===== src/sv/ecd_pkg.sv =====
// Event channel dispatcher package: sizes, command codes, FSM states and the
// command/status structs shared by the controller and the datapath.
// No dependencies.
`default_nettype none

package ecd_pkg;

  localparam int CHANNELS  = 1024;
  localparam int WORD_BITS = 64;
  localparam int WORDS     = CHANNELS / WORD_BITS;
  localparam int WORD_W    = $clog2(WORDS);
  localparam int BIT_W     = $clog2(WORD_BITS);
  localparam int PORT_W    = 10;
  localparam int CMD_W     = 3;
  localparam int IN_W      = 16;  // cmd + port + flag, padded to bytes
  localparam int OUT_W     = 16;  // event_port + found + scan_left + irq, padded

  typedef enum logic [CMD_W-1:0] {
    CMD_MASK    = 3'd0,
    CMD_UNMASK  = 3'd1,
    CMD_RAISE   = 3'd2,
    CMD_CLEAR   = 3'd3,
    CMD_START   = 3'd4,
    CMD_NEXT    = 3'd5,
    CMD_UPMASK  = 3'd6,
    CMD_NOP     = 3'd7
  } cmd_e;

  typedef enum logic [1:0] {
    ST_IDLE,
    ST_EXEC,
    ST_SCAN,
    ST_DONE
  } state_e;

  // controller -> datapath
  typedef struct packed {
    logic capture;  // latch the incoming beat
    logic exec;     // run a single-step command
    logic scan;     // one word of a next-event scan
    logic load_out; // move the result into the output register
  } dp_cmd_t;

  // datapath -> controller
  typedef struct packed {
    logic is_next;
    logic scan_done;
  } dp_stat_t;

endpackage

`default_nettype wire


===== src/sv/ecd_ctrl.sv =====
// Event channel dispatcher controller: sequences capture, execute, scan and
// result hand-off. Depends on ecd_pkg.
`default_nettype none

module ecd_ctrl (
  input  wire logic             clk_i,
  input  wire logic             rst_ni,
  input  wire logic             in_valid_i,
  output logic                  in_ready_o,
  input  wire logic             out_free_i,
  input  wire ecd_pkg::dp_stat_t stat_i,
  output ecd_pkg::dp_cmd_t      cmd_o
);

  ecd_pkg::state_e state_q, state_d;

  always_ff @(posedge clk_i or negedge rst_ni) begin
    if (!rst_ni) begin
      state_q <= ecd_pkg::ST_IDLE;
    end else begin
      state_q <= state_d;
    end
  end

  always_comb begin
    state_d = state_q;
    unique case (state_q)
      ecd_pkg::ST_IDLE: begin
        if (in_valid_i) state_d = ecd_pkg::ST_EXEC;
      end
      ecd_pkg::ST_EXEC: begin
        state_d = stat_i.is_next ? ecd_pkg::ST_SCAN : ecd_pkg::ST_DONE;
      end
      ecd_pkg::ST_SCAN: begin
        if (stat_i.scan_done) state_d = ecd_pkg::ST_DONE;
      end
      ecd_pkg::ST_DONE: begin
        if (out_free_i) state_d = ecd_pkg::ST_IDLE;
      end
      default: state_d = ecd_pkg::ST_IDLE;
    endcase
  end

  always_comb begin
    in_ready_o       = 1'b0;
    cmd_o            = '0;
    unique case (state_q)
      ecd_pkg::ST_IDLE: begin
        in_ready_o    = 1'b1;
        cmd_o.capture = in_valid_i;
      end
      ecd_pkg::ST_EXEC: cmd_o.exec     = 1'b1;
      ecd_pkg::ST_SCAN: cmd_o.scan     = 1'b1;
      ecd_pkg::ST_DONE: cmd_o.load_out = out_free_i;
      default: ;
    endcase
  end

endmodule

`default_nettype wire


===== src/sv/ecd_datapath.sv =====
// Event channel dispatcher datapath: pending/mask word arrays, selector,
// scan snapshot, upcall flags and the result registers. Depends on ecd_pkg.
`default_nettype none

module ecd_datapath (
  input  wire logic                      clk_i,
  input  wire logic                      rst_ni,
  input  wire logic [ecd_pkg::IN_W-1:0]  in_data_i,
  input  wire ecd_pkg::dp_cmd_t          cmd_i,
  output ecd_pkg::dp_stat_t              stat_o,
  output logic [ecd_pkg::PORT_W-1:0]     event_port_o,
  output logic                           event_found_o,
  output logic                           scan_left_o,
  output logic                           irq_request_o
);

  localparam logic [ecd_pkg::PORT_W:0] ChanLimit = (ecd_pkg::PORT_W+1)'(ecd_pkg::CHANNELS);

  // captured beat
  ecd_pkg::cmd_e                  cmd_q;
  logic [ecd_pkg::PORT_W-1:0]     port_q;
  logic                           flag_q;

  logic [ecd_pkg::WORD_BITS-1:0]  pend_q [ecd_pkg::WORDS];
  logic [ecd_pkg::WORD_BITS-1:0]  mask_q [ecd_pkg::WORDS];
  logic [ecd_pkg::WORDS-1:0]      wsel_q, wsel_d;
  logic [ecd_pkg::WORDS-1:0]      snap_q, snap_d;
  logic                           up_pend_q, up_pend_d;
  logic                           up_mask_q, up_mask_d;
  logic [ecd_pkg::PORT_W-1:0]     ev_port_q, ev_port_d;
  logic                           ev_found_q, ev_found_d;

  logic [ecd_pkg::WORD_W-1:0]     port_w, scan_w, sel_w;
  logic [ecd_pkg::BIT_W-1:0]      port_b, first_b;
  logic [ecd_pkg::WORD_BITS-1:0]  bit_m, rd_p, rd_m, act, p_new, m_new;
  logic                           port_ok, wr_p, wr_m, act_any, rem_zero, snap_any;

  assign port_w  = port_q[ecd_pkg::BIT_W +: ecd_pkg::WORD_W];
  assign port_b  = port_q[ecd_pkg::BIT_W-1:0];
  assign port_ok = {1'b0, port_q} < ChanLimit;
  assign bit_m   = ecd_pkg::WORD_BITS'(1) << port_b;
  assign snap_any = |snap_q;

  // lowest word still in the snapshot
  always_comb begin
    scan_w = '0;
    for (int i = ecd_pkg::WORDS - 1; i >= 0; i--) begin
      if (snap_q[i]) scan_w = ecd_pkg::WORD_W'(i);
    end
  end

  assign sel_w = cmd_i.scan ? scan_w : port_w;
  assign rd_p  = pend_q[sel_w];
  assign rd_m  = mask_q[sel_w];
  assign act   = rd_p & ~rd_m;
  assign act_any = |act;
  assign rem_zero = (act & (act - ecd_pkg::WORD_BITS'(1))) == '0;

  always_comb begin
    first_b = '0;
    for (int k = ecd_pkg::WORD_BITS - 1; k >= 0; k--) begin
      if (act[k]) first_b = ecd_pkg::BIT_W'(k);
    end
  end

  assign stat_o.is_next   = (cmd_q == ecd_pkg::CMD_NEXT);
  assign stat_o.scan_done = !snap_any || act_any;

  always_comb begin
    wsel_d     = wsel_q;
    snap_d     = snap_q;
    up_pend_d  = up_pend_q;
    up_mask_d  = up_mask_q;
    ev_port_d  = ev_port_q;
    ev_found_d = ev_found_q;
    wr_p       = 1'b0;
    wr_m       = 1'b0;
    p_new      = rd_p;
    m_new      = rd_m;
    if (cmd_i.exec) begin
      ev_port_d  = '0;
      ev_found_d = 1'b0;
      case (cmd_q)
        ecd_pkg::CMD_MASK: begin
          wr_m  = port_ok;
          m_new = rd_m | bit_m;
        end
        ecd_pkg::CMD_UNMASK: begin
          wr_m  = port_ok;
          m_new = rd_m & ~bit_m;
          if (port_ok && (rd_p & bit_m) != '0 && !wsel_q[port_w]) begin
            wsel_d[port_w] = 1'b1;
            up_pend_d      = 1'b1;
          end
        end
        ecd_pkg::CMD_RAISE: begin
          wr_p  = port_ok;
          p_new = rd_p | bit_m;
          if (port_ok && (rd_m & bit_m) == '0 && !wsel_q[port_w]) begin
            wsel_d[port_w] = 1'b1;
            up_pend_d      = 1'b1;
          end
        end
        ecd_pkg::CMD_CLEAR: begin
          wr_p  = port_ok;
          p_new = rd_p & ~bit_m;
        end
        ecd_pkg::CMD_START: begin
          up_pend_d = 1'b0;
          snap_d    = snap_q | wsel_q;
          wsel_d    = '0;
        end
        ecd_pkg::CMD_UPMASK: up_mask_d = flag_q;
        default: ;
      endcase
    end else if (cmd_i.scan && snap_any) begin
      if (!act_any) begin
        snap_d[scan_w] = 1'b0;
      end else begin
        wr_p       = 1'b1;
        p_new      = rd_p & ~(ecd_pkg::WORD_BITS'(1) << first_b);
        ev_port_d  = {scan_w, first_b};
        ev_found_d = 1'b1;
        if (rem_zero) snap_d[scan_w] = 1'b0;
      end
    end
  end

  always_ff @(posedge clk_i) begin
    if (cmd_i.capture) begin
      cmd_q  <= ecd_pkg::cmd_e'(in_data_i[ecd_pkg::CMD_W-1:0]);
      port_q <= in_data_i[ecd_pkg::CMD_W +: ecd_pkg::PORT_W];
      flag_q <= in_data_i[ecd_pkg::CMD_W + ecd_pkg::PORT_W];
    end
    ev_port_q  <= ev_port_d;
    ev_found_q <= ev_found_d;
  end

  always_ff @(posedge clk_i or negedge rst_ni) begin
    if (!rst_ni) begin
      for (int i = 0; i < ecd_pkg::WORDS; i++) begin
        pend_q[i] <= '0;
        mask_q[i] <= '1;
      end
      wsel_q    <= '0;
      snap_q    <= '0;
      up_pend_q <= 1'b0;
      up_mask_q <= 1'b0;
    end else begin
      if (wr_p) pend_q[sel_w] <= p_new;
      if (wr_m) mask_q[sel_w] <= m_new;
      wsel_q    <= wsel_d;
      snap_q    <= snap_d;
      up_pend_q <= up_pend_d;
      up_mask_q <= up_mask_d;
    end
  end

  assign event_port_o  = ev_port_q;
  assign event_found_o = ev_found_q;
  assign scan_left_o   = snap_any;
  assign irq_request_o = up_pend_q & ~up_mask_q;

endmodule

`default_nettype wire


===== src/sv/event_channel_dispatcher.sv =====
// Event channel dispatcher top level: stream ports, output register, and the
// controller/datapath pair. Depends on ecd_pkg, ecd_ctrl, ecd_datapath.
//
// One command beat in, one result beat out. Commands are handled one at a
// time: a single-step command (mask, unmask, raise, clear, start, set upcall
// mask, unused code) is captured, executed and then loaded into the output
// register. A next-event command is captured, then scans the selected words,
// dropping those found empty (at most 16) until a port is dispatched or none
// is left, and is then loaded; the scan examines one pending/mask word per cycle.
// The next command is accepted in the cycle after a result is loaded.
// The output register holds one result, so the next command is accepted while
// that result waits to be taken; the result after it is held back until the
// register is free.
`default_nettype none

module event_channel_dispatcher (
  input  wire logic                     clk_i,
  input  wire logic                     rst_ni,
  input  wire logic                     s_axis_tvalid,
  output logic                          s_axis_tready,
  // [2:0] cmd, [12:3] port, [13] flag, [15:14] zero
  input  wire logic [ecd_pkg::IN_W-1:0] s_axis_tdata,
  output logic                          m_axis_tvalid,
  input  wire logic                     m_axis_tready,
  // [9:0] event_port, [10] event_found, [11] scan_left, [12] irq_request,
  // [15:13] zero
  output logic [ecd_pkg::OUT_W-1:0]     m_axis_tdata
);

  localparam int ResW = ecd_pkg::PORT_W + 3;

  ecd_pkg::dp_cmd_t  dp_cmd;
  ecd_pkg::dp_stat_t dp_stat;

  logic [ecd_pkg::PORT_W-1:0] event_port;
  logic                       event_found, scan_left, irq_request;
  logic                       out_valid_q;
  logic [ResW-1:0]            out_data_q;
  logic                       out_free;

  assign out_free = !out_valid_q || m_axis_tready;

  ecd_ctrl u_ctrl (
    .clk_i      (clk_i),
    .rst_ni     (rst_ni),
    .in_valid_i (s_axis_tvalid),
    .in_ready_o (s_axis_tready),
    .out_free_i (out_free),
    .stat_i     (dp_stat),
    .cmd_o      (dp_cmd)
  );

  ecd_datapath u_datapath (
    .clk_i         (clk_i),
    .rst_ni        (rst_ni),
    .in_data_i     (s_axis_tdata),
    .cmd_i         (dp_cmd),
    .stat_o        (dp_stat),
    .event_port_o  (event_port),
    .event_found_o (event_found),
    .scan_left_o   (scan_left),
    .irq_request_o (irq_request)
  );

  always_ff @(posedge clk_i or negedge rst_ni) begin
    if (!rst_ni) begin
      out_valid_q <= 1'b0;
    end else if (dp_cmd.load_out) begin
      out_valid_q <= 1'b1;
    end else if (m_axis_tready) begin
      out_valid_q <= 1'b0;
    end
  end

  always_ff @(posedge clk_i) begin
    if (dp_cmd.load_out) begin
      out_data_q <= {irq_request, scan_left, event_found, event_port};
    end
  end

  assign m_axis_tvalid = out_valid_q;
  assign m_axis_tdata  = {(ecd_pkg::OUT_W - ResW)'(0), out_data_q};

endmodule

`default_nettype wire


===== config.mk =====
export PLATFORM = sky130hd
export DESIGN_NAME = event_channel_dispatcher
export DESIGN_NICKNAME = d
export VERILOG_FILES = /design/src/sv/ecd_pkg.sv /design/src/sv/ecd_ctrl.sv /design/src/sv/ecd_datapath.sv /design/src/sv/event_channel_dispatcher.sv
export SDC_FILE = /design/constraint.sdc
export NUM_CORES = 2
export LEC_CHECK = 0
export ABC_AREA = 1
export BUFFER_PORTS_ARGS = -buffer_cell sky130_fd_sc_hd__clkbuf_2
export CORE_ASPECT_RATIO = 1.75
export CORE_MARGIN = 1
export CORE_UTILIZATION = 50
export DETAILED_ROUTE_END_ITERATION = 8
export PLACE_DENSITY = 0.65
export SKIP_LAST_GASP = 1
export SLEW_MARGIN = 0
export SYNTH_ARGS = -nofsm -noshare
export SYNTH_HDL_FRONTEND = slang
export SYNTH_SLANG_ARGS = --single-unit

===== constraint.sdc =====
create_clock -name clk_i -period 8.15 [get_ports clk_i]
set_input_delay 1.2225 -clock clk_i [delete_from_list [all_inputs] [get_ports clk_i]]
set_output_delay 1.2225 -clock clk_i [all_outputs]
set_load 0.01 [all_outputs]

======== After elaboration in Yosys (flattened, before gate mapping) ========
Cells that the tools add are included.
word-level totals
  output and inout bits ................... 18
  input bits .............................. 20
  logic and storage cells ................. 248
  bits in registers ....................... 2123
operators by class
  bitwise gates (word level) .............. 19
  reductions and logical operators ........ 28
  add/sub/neg operators ................... 1
  shift-type cells ........................ 2
  mux-type cells .......................... 132
  equality and inequality tests ........... 16
  magnitude comparators ................... 6
operators by type and width
  cell                   number
  $bwmux 1024            2
  $mux 64                9
  $bmux 64 s4            2
  $and 64x64->64         7
  $mux 6                 64
  $demux 64 s4           1
  $pmux 64 s2            2
  $not 64->64            3
  $logic_not 64->1       2
  $or 64x64->64          2
  $shl 1x6->64 const A   2
  $mux 16                7
  $mux 4                 17
  $reduce_bool 64->1     1
  $reduce_or 64->1       1
  $sub 64x1->64 const B  1
  $pmux 16 s3            1
  $or 16x16->16          2
  $mux 1                 19
  $and 16x16->16         1
  $not 16->16            1
  $reduce_or 16->1       1
  $lt 4x5->1 const B     2
  $eq 3x3->1 const B     3
  other kinds (29)       51

======== Longest topological paths before layout ========
  depth in word-level cells ............... 94
  mapped depth ............................ 93
  depth with buffers taken out ............ 90

======== Modules after synthesis ========
Synthesis repeated with hierarchy kept, for this count alone.
unflattened totals
  cells, all modules ...................... 11732
  area total of the unflattened synthesis .. 99459.1 um2
by module, submodules not included
  module                    instances  area an instance (um2)  seq. area each (um2)  cells an instance
  ecd_datapath              1          98769.7                 54021.8               11677
  event_channel_dispatcher  1          461.7                   415.4                 22
  ecd_ctrl                  1          227.7                   50.0                  33

======== Worst setup path before layout ========
OpenSTA, ideal clock, no wires.
  kind .................................... reg-to-reg
  start ................................... reg u_datapath.snap_q[13] (netlist bit)
  end ..................................... reg u_datapath.snap_q[3] (netlist bit)
  required time ........................... 8.015 ns
  arrival time ............................ 5.499 ns
  library setup time ...................... 0.135 ns
  stages on the path, launching flop included .. 54
  setup slack ............................. 2.516 ns
  cell sequence ........................... dfrtp_1 > inv_2 > nand2_1 > nand2_1 > nand2_1 > nand2_1 > nand2_1 > nand2_1 > nand2_1 > nand2_1 > nand2_1 > nand2_1 > nand2_1 > nand2_1 > nand2_2 > nand3_4 > nand2_8 > nand2_8 > (+18 left out) > inv_2 > nand2_2 > nor2_1 > a41oi_1 > a2111oi_4 > nand3_2 > nor4_2 > o2111ai_1 > nor4_1 > nand3_1 > nor4_2 > nand3_1 > nand2_2 > inv_4 > nor2_4 > inv_2 > nor3_2 > a32oi_1
on the way
  longest elaborated chain between the ends .. 26
RTL lines
  what                                         line                                    text
  start: declaration                           ecd_datapath.sv:27                      logic [ecd_pkg::WORDS-1:0] snap_q, snap_d;
  start signal: assignment                     ecd_datapath.sv:153                     snap_q <= snap_d;
  $mux 4 (14 in series)                        ecd_datapath.sv:48                      if (snap_q[i]) scan_w = ecd_pkg::WORD_W'(i);
  $mux 4                                       ecd_datapath.sv:52                      assign sel_w = cmd_i.scan ? scan_w : port_w;
  $not 4->5 (implied by the code)              ecd_datapath.sv:53, ecd_datapath.sv:54
  $bmux 64 s4                                  ecd_datapath.sv:54                      assign rd_m = mask_q[sel_w];
  $mux 64 (implied by the code) (2 in series)  ecd_datapath.sv:54
  $not 64->64                                  ecd_datapath.sv:55                      assign act = rd_p & ~rd_m;
  $and 64x64->64                               ecd_datapath.sv:55
  $sub 64x1->64                                ecd_datapath.sv:57                      assign rem_zero = (act & (act - ecd_pkg::WORD_BITS'(1))) == '0;
  $and 64x64->64                               ecd_datapath.sv:57
  $logic_not 64->1                             ecd_datapath.sv:57
  $ne 3x3->1 (no source line)                  -
  $reduce_and 3->1 (no source line)            -
Several ways; a longest one is shown, not always the timed one. The select of a mux whose other input is x is not followed.
A chain may end at the register's enable or synchronous reset.

======== Worst setup path in the final report ========
  start ................................... reg u_datapath.snap_q[15] (netlist bit)
  end ..................................... reg u_datapath.pend_q[657] (netlist bit)
on the way
  longest elaborated chain between the ends .. 94
RTL lines
  what                                         line                                                         text
  $mux 4 (16 in series)                        ecd_datapath.sv:48
  $mux 4                                       ecd_datapath.sv:52
  $not 4->5 (implied by the code)              ecd_datapath.sv:53, ecd_datapath.sv:54, ecd_datapath.sv:150
  $bmux 64 s4                                  ecd_datapath.sv:54
  $mux 64 (implied by the code) (2 in series)  ecd_datapath.sv:54
  $not 64->64                                  ecd_datapath.sv:55
  $and 64x64->64                               ecd_datapath.sv:55
  $mux 6 (64 in series)                        ecd_datapath.sv:62                                           if (act[k]) first_b = ecd_pkg::BIT_W'(k);
  $shl 1x6->64                                 ecd_datapath.sv:121                                          p_new = rd_p & ~(ecd_pkg::WORD_BITS'(1) << first_b);
  $not 64->64                                  ecd_datapath.sv:121
  $and 64x64->64                               ecd_datapath.sv:121
  $mux 64                                      ecd_datapath.sv:117                                          if (!act_any) begin
  $mux 64                                      ecd_datapath.sv:116                                          end else if (cmd_i.scan && snap_any) begin
  $mux 64                                      ecd_datapath.sv:80                                           if (cmd_i.exec) begin
  $bwmux 1024                                  ecd_datapath.sv:150                                          if (wr_p) pend_q[sel_w] <= p_new;
  end signal: indexed assignment               ecd_datapath.sv:150
  end: declaration                             ecd_datapath.sv:24                                           logic [ecd_pkg::WORD_BITS-1:0] pend_q [ecd_pkg::WORDS];
Several ways; a longest one is shown, not always the timed one. The select of a mux whose other input is x is not followed.

==> qor.yml <==
outcome: "complete, but fails checks"
violations: "design-rule violations"
final_nets: 12887
port_buffers: 32
setup_ws_ns: 0.342
crit_path_max_fanout: 8
start_util: 0.504
die_area_sq_um: 209000
grt_usage: 0.359
utilization: 0.568
period_share: 0.958
seq_area_frac_synth: 0.526
p_leak_nw: 52.3
root_buffer: "clkbuf_16"
clock-sinks: 2123
clkSlewWorstSetupHoldPaths_ns: 0.07
slowest_stage: "nor2_1"
finalNonFillerCells: 15676
crit_top_cell: "nand2_1"
hp-class: "in -> async"
drc: 2
report.final.slew_viol_count: 0
cts_buffer_depth: 4
max_slew.worst_pin.slew_ns: 1.37
grt_pass1_wl_um: 567000
dp_cells: 15271
finalSetupViolations: 0
worstPathRequired_ns: 8.93
synth_top_cell_area_share: 0.260
critPathMaxStageDelay_ns: 0.46
drt-total-wl_um: 381000
drtAntennaViolNets: 0
hpwlAfterDp_um: 231000
fmaxAchievable_mhz: 128
die_h_um: 604
yosys-top-cells-area: "dfstp_2 (26%), dfrtp_1 (26%), nand2_1 (18%), o21ai_0 (6.5%), inv_1 (4.5%)"
synth-edff-count: 27
core_area_sq_um: 205000
p_per_area_nw_per_um2: 277
hold_viol_final: 0
synth_cell_types: 63
grt_max_degree: 187
yosys.area.top_type: "dfstp_2"
ios: 38
viasPerCell: 5.88
dominantRegCellSynth: "dfrtp_1"
clk_latency_ns: 0.89
vias: 92196
crit_arrival_ns: 8.58
r2r-end: "u_datapath.pend_q[657]$_DFFE_PN0P_"
synth_warnings: 0
start_kind: "flop"
dr.pass1.iters: 9
rows: 220
wl_per_cell_um: 24.3
areaGrowthSynthToFinish_pct: 12.7
cap_violations: 0
worstReg2RegStart: "u_datapath.snap_q[15]$_DFFE_PN0P_"
gp_congestion: 1.04
synth_area_sq_um: 104000
skew_ns: 0.0505
critical_path_cell_count: 63
avgSynthCellArea_sq_um: 8.02
synthCells: 12905
vdd_drop_max_v: 0.000281
fin_crit_ns: 7.81
die_w_um: 346
cp-end-kind: "flop"
fin_hold_ws_ns: 0.260
drtIter0Drc: 10780
cts_buffers: 201
cts_tree: "yes"
postPlaceCellArea_sq_um: 109000
crit_type: "reg -> reg"
grt_antenna_before_repair: 8
slew_headroom: 0.0796
crit_buf_inv: 16
gr-total-overflow: 0
drive_above_1_share: 0.181
dp_slack_ns: 0.0545
path_delay_family: "simple AND/OR/NAND/NOR gates"
most-common-layout-cells: "nand2_1 (5042), o21ai_0 (1351), inv_1 (1230)"
ys_ff_latch: 2123
rsz0062_at_grt: "yes"
worst-r2r-setup-slack_ns: 0.34
mostFrequentLayoutCell: "nand2_1"
r2r_cells: 63
h-tree-depth: 4
final_area_sq_um: 117000
async_reset_ff_frac: 0.982
grt_pass1_vias: 90921
==> what timing repair did <==
item	CTS	global route
endpoints found under the setup margin	3	1040
setup buffers	0	43
gates cloned	0	10
resized for setup	0	164
pin swaps	1	54
hold buffers	0	0
==> metrics by stage <==
| stage | power, mW | TNS, ns |
|---|---|---|
| 6_report | 32.3 | 0 |
| 5_1_grt | 33.0 | -18.80 |
| 4_1_cts | 31.4 | 0 |
| 3_5_place_dp | 21.8 | 0 |
| 3_3_place_gp | 21.7 | -0.184 |
| 2_1_floorplan | 16.9 | 0 |
==> cell type report <==
type	count	area, sq um
clock inverter	59	761
timing repair buffer	661	7360
antenna	3	7.51
fill	18319	88600
multi-input combinational	8565	39900
tap	2664	3330
inverter	1311	5020
sequential	2123	54500
clock buffer	290	5880
==> state kept, by name, indices dropped and copies added (netlist names) <==
| name | cells |
|---|---|
| u_datapath.wsel_q | 16 |
| u_datapath.event_port_o | 10 |
| u_datapath.up_pend_q | 1 |
| out_data_q | 13 |
| u_datapath.flag_q | 1 |
| u_datapath.snap_q | 16 |
| m_axis_tvalid | 1 |
| u_datapath.pend_q | 1024 |
| u_datapath.event_found_o | 1 |
| u_ctrl.state_q | 2 |
| u_datapath.port_q | 10 |
| u_datapath.mask_q | 1024 |
| u_datapath.cmd_q | 3 |
| u_datapath.up_mask_q | 1 |
==> kinds of logic (layout without fill, tap and decap cells) <==
group / after synthesis / after routing / synth area share
compound gates: 2683 / 2683 / 0.150
fa+ha+maj: 4 / 4 / 0.000483
buf+inv: 2220 / 2321 / 0.0961
flops: 2123 / 2123 / 0.526
mux: 45 / 45 / 0.00490
other cells: 1 / 6 / 0.0000362
simple gates: 5829 / 5830 / 0.222
==> routing by layer <==
layer / share of wire / track usage
met5: 0.00019 / 0
met2: 0.47 / 0.592
met3: 0.088 / 0.0674
met1: 0.36 / 0.424
met4: 0.077 / 0.249
==> cells in the mapped netlist (all sizes together), types with 5 or more instances <==
cell,instances
nand2,5157
or2,8
dfstp,1024
a21oi,68
nor4,19
dfrtp,1061
o2111ai,7
a2111oi,5
o21ai,1548
inv,1294
a22oi,489
nor2,306
a32oi,8
o221ai,7
clkinv,17
mux2,45
dfxtp,11
nand3,158
edfxtp,27
buf,396
nand3b,6
nor3,46
o22ai,527
nand4,129
clkbuf,513
==> worst max-delay path by stage <==
stage                                            startpoint                            endpoint  slack, ns
after floorplan           u_datapath.snap_q[13]$_DFFE_PN0P_    u_datapath.snap_q[3]$_DFFE_PN0P_       2.52
after global placement    u_datapath.snap_q[15]$_DFFE_PN0P_  u_datapath.pend_q[385]$_DFFE_PN0P_      -0.01
after detailed placement  u_datapath.snap_q[15]$_DFFE_PN0P_  u_datapath.pend_q[305]$_DFFE_PN0P_       0.05
after CTS                 u_datapath.snap_q[15]$_DFFE_PN0P_  u_datapath.pend_q[705]$_DFFE_PN0P_       0.02
after global routing      u_datapath.snap_q[15]$_DFFE_PN0P_  u_datapath.pend_q[273]$_DFFE_PN0P_      -0.15
final                     u_datapath.snap_q[15]$_DFFE_PN0P_  u_datapath.pend_q[657]$_DFFE_PN0P_       0.34
==> where the power goes <==
part	leakage, nW	internal, mW	switching (mW)
clock	3.29	5.48	4.20
combinational	23.3	3.13	8.50
sequential	25.7	10.8	0.148
(Power assumes the default switching activity.)
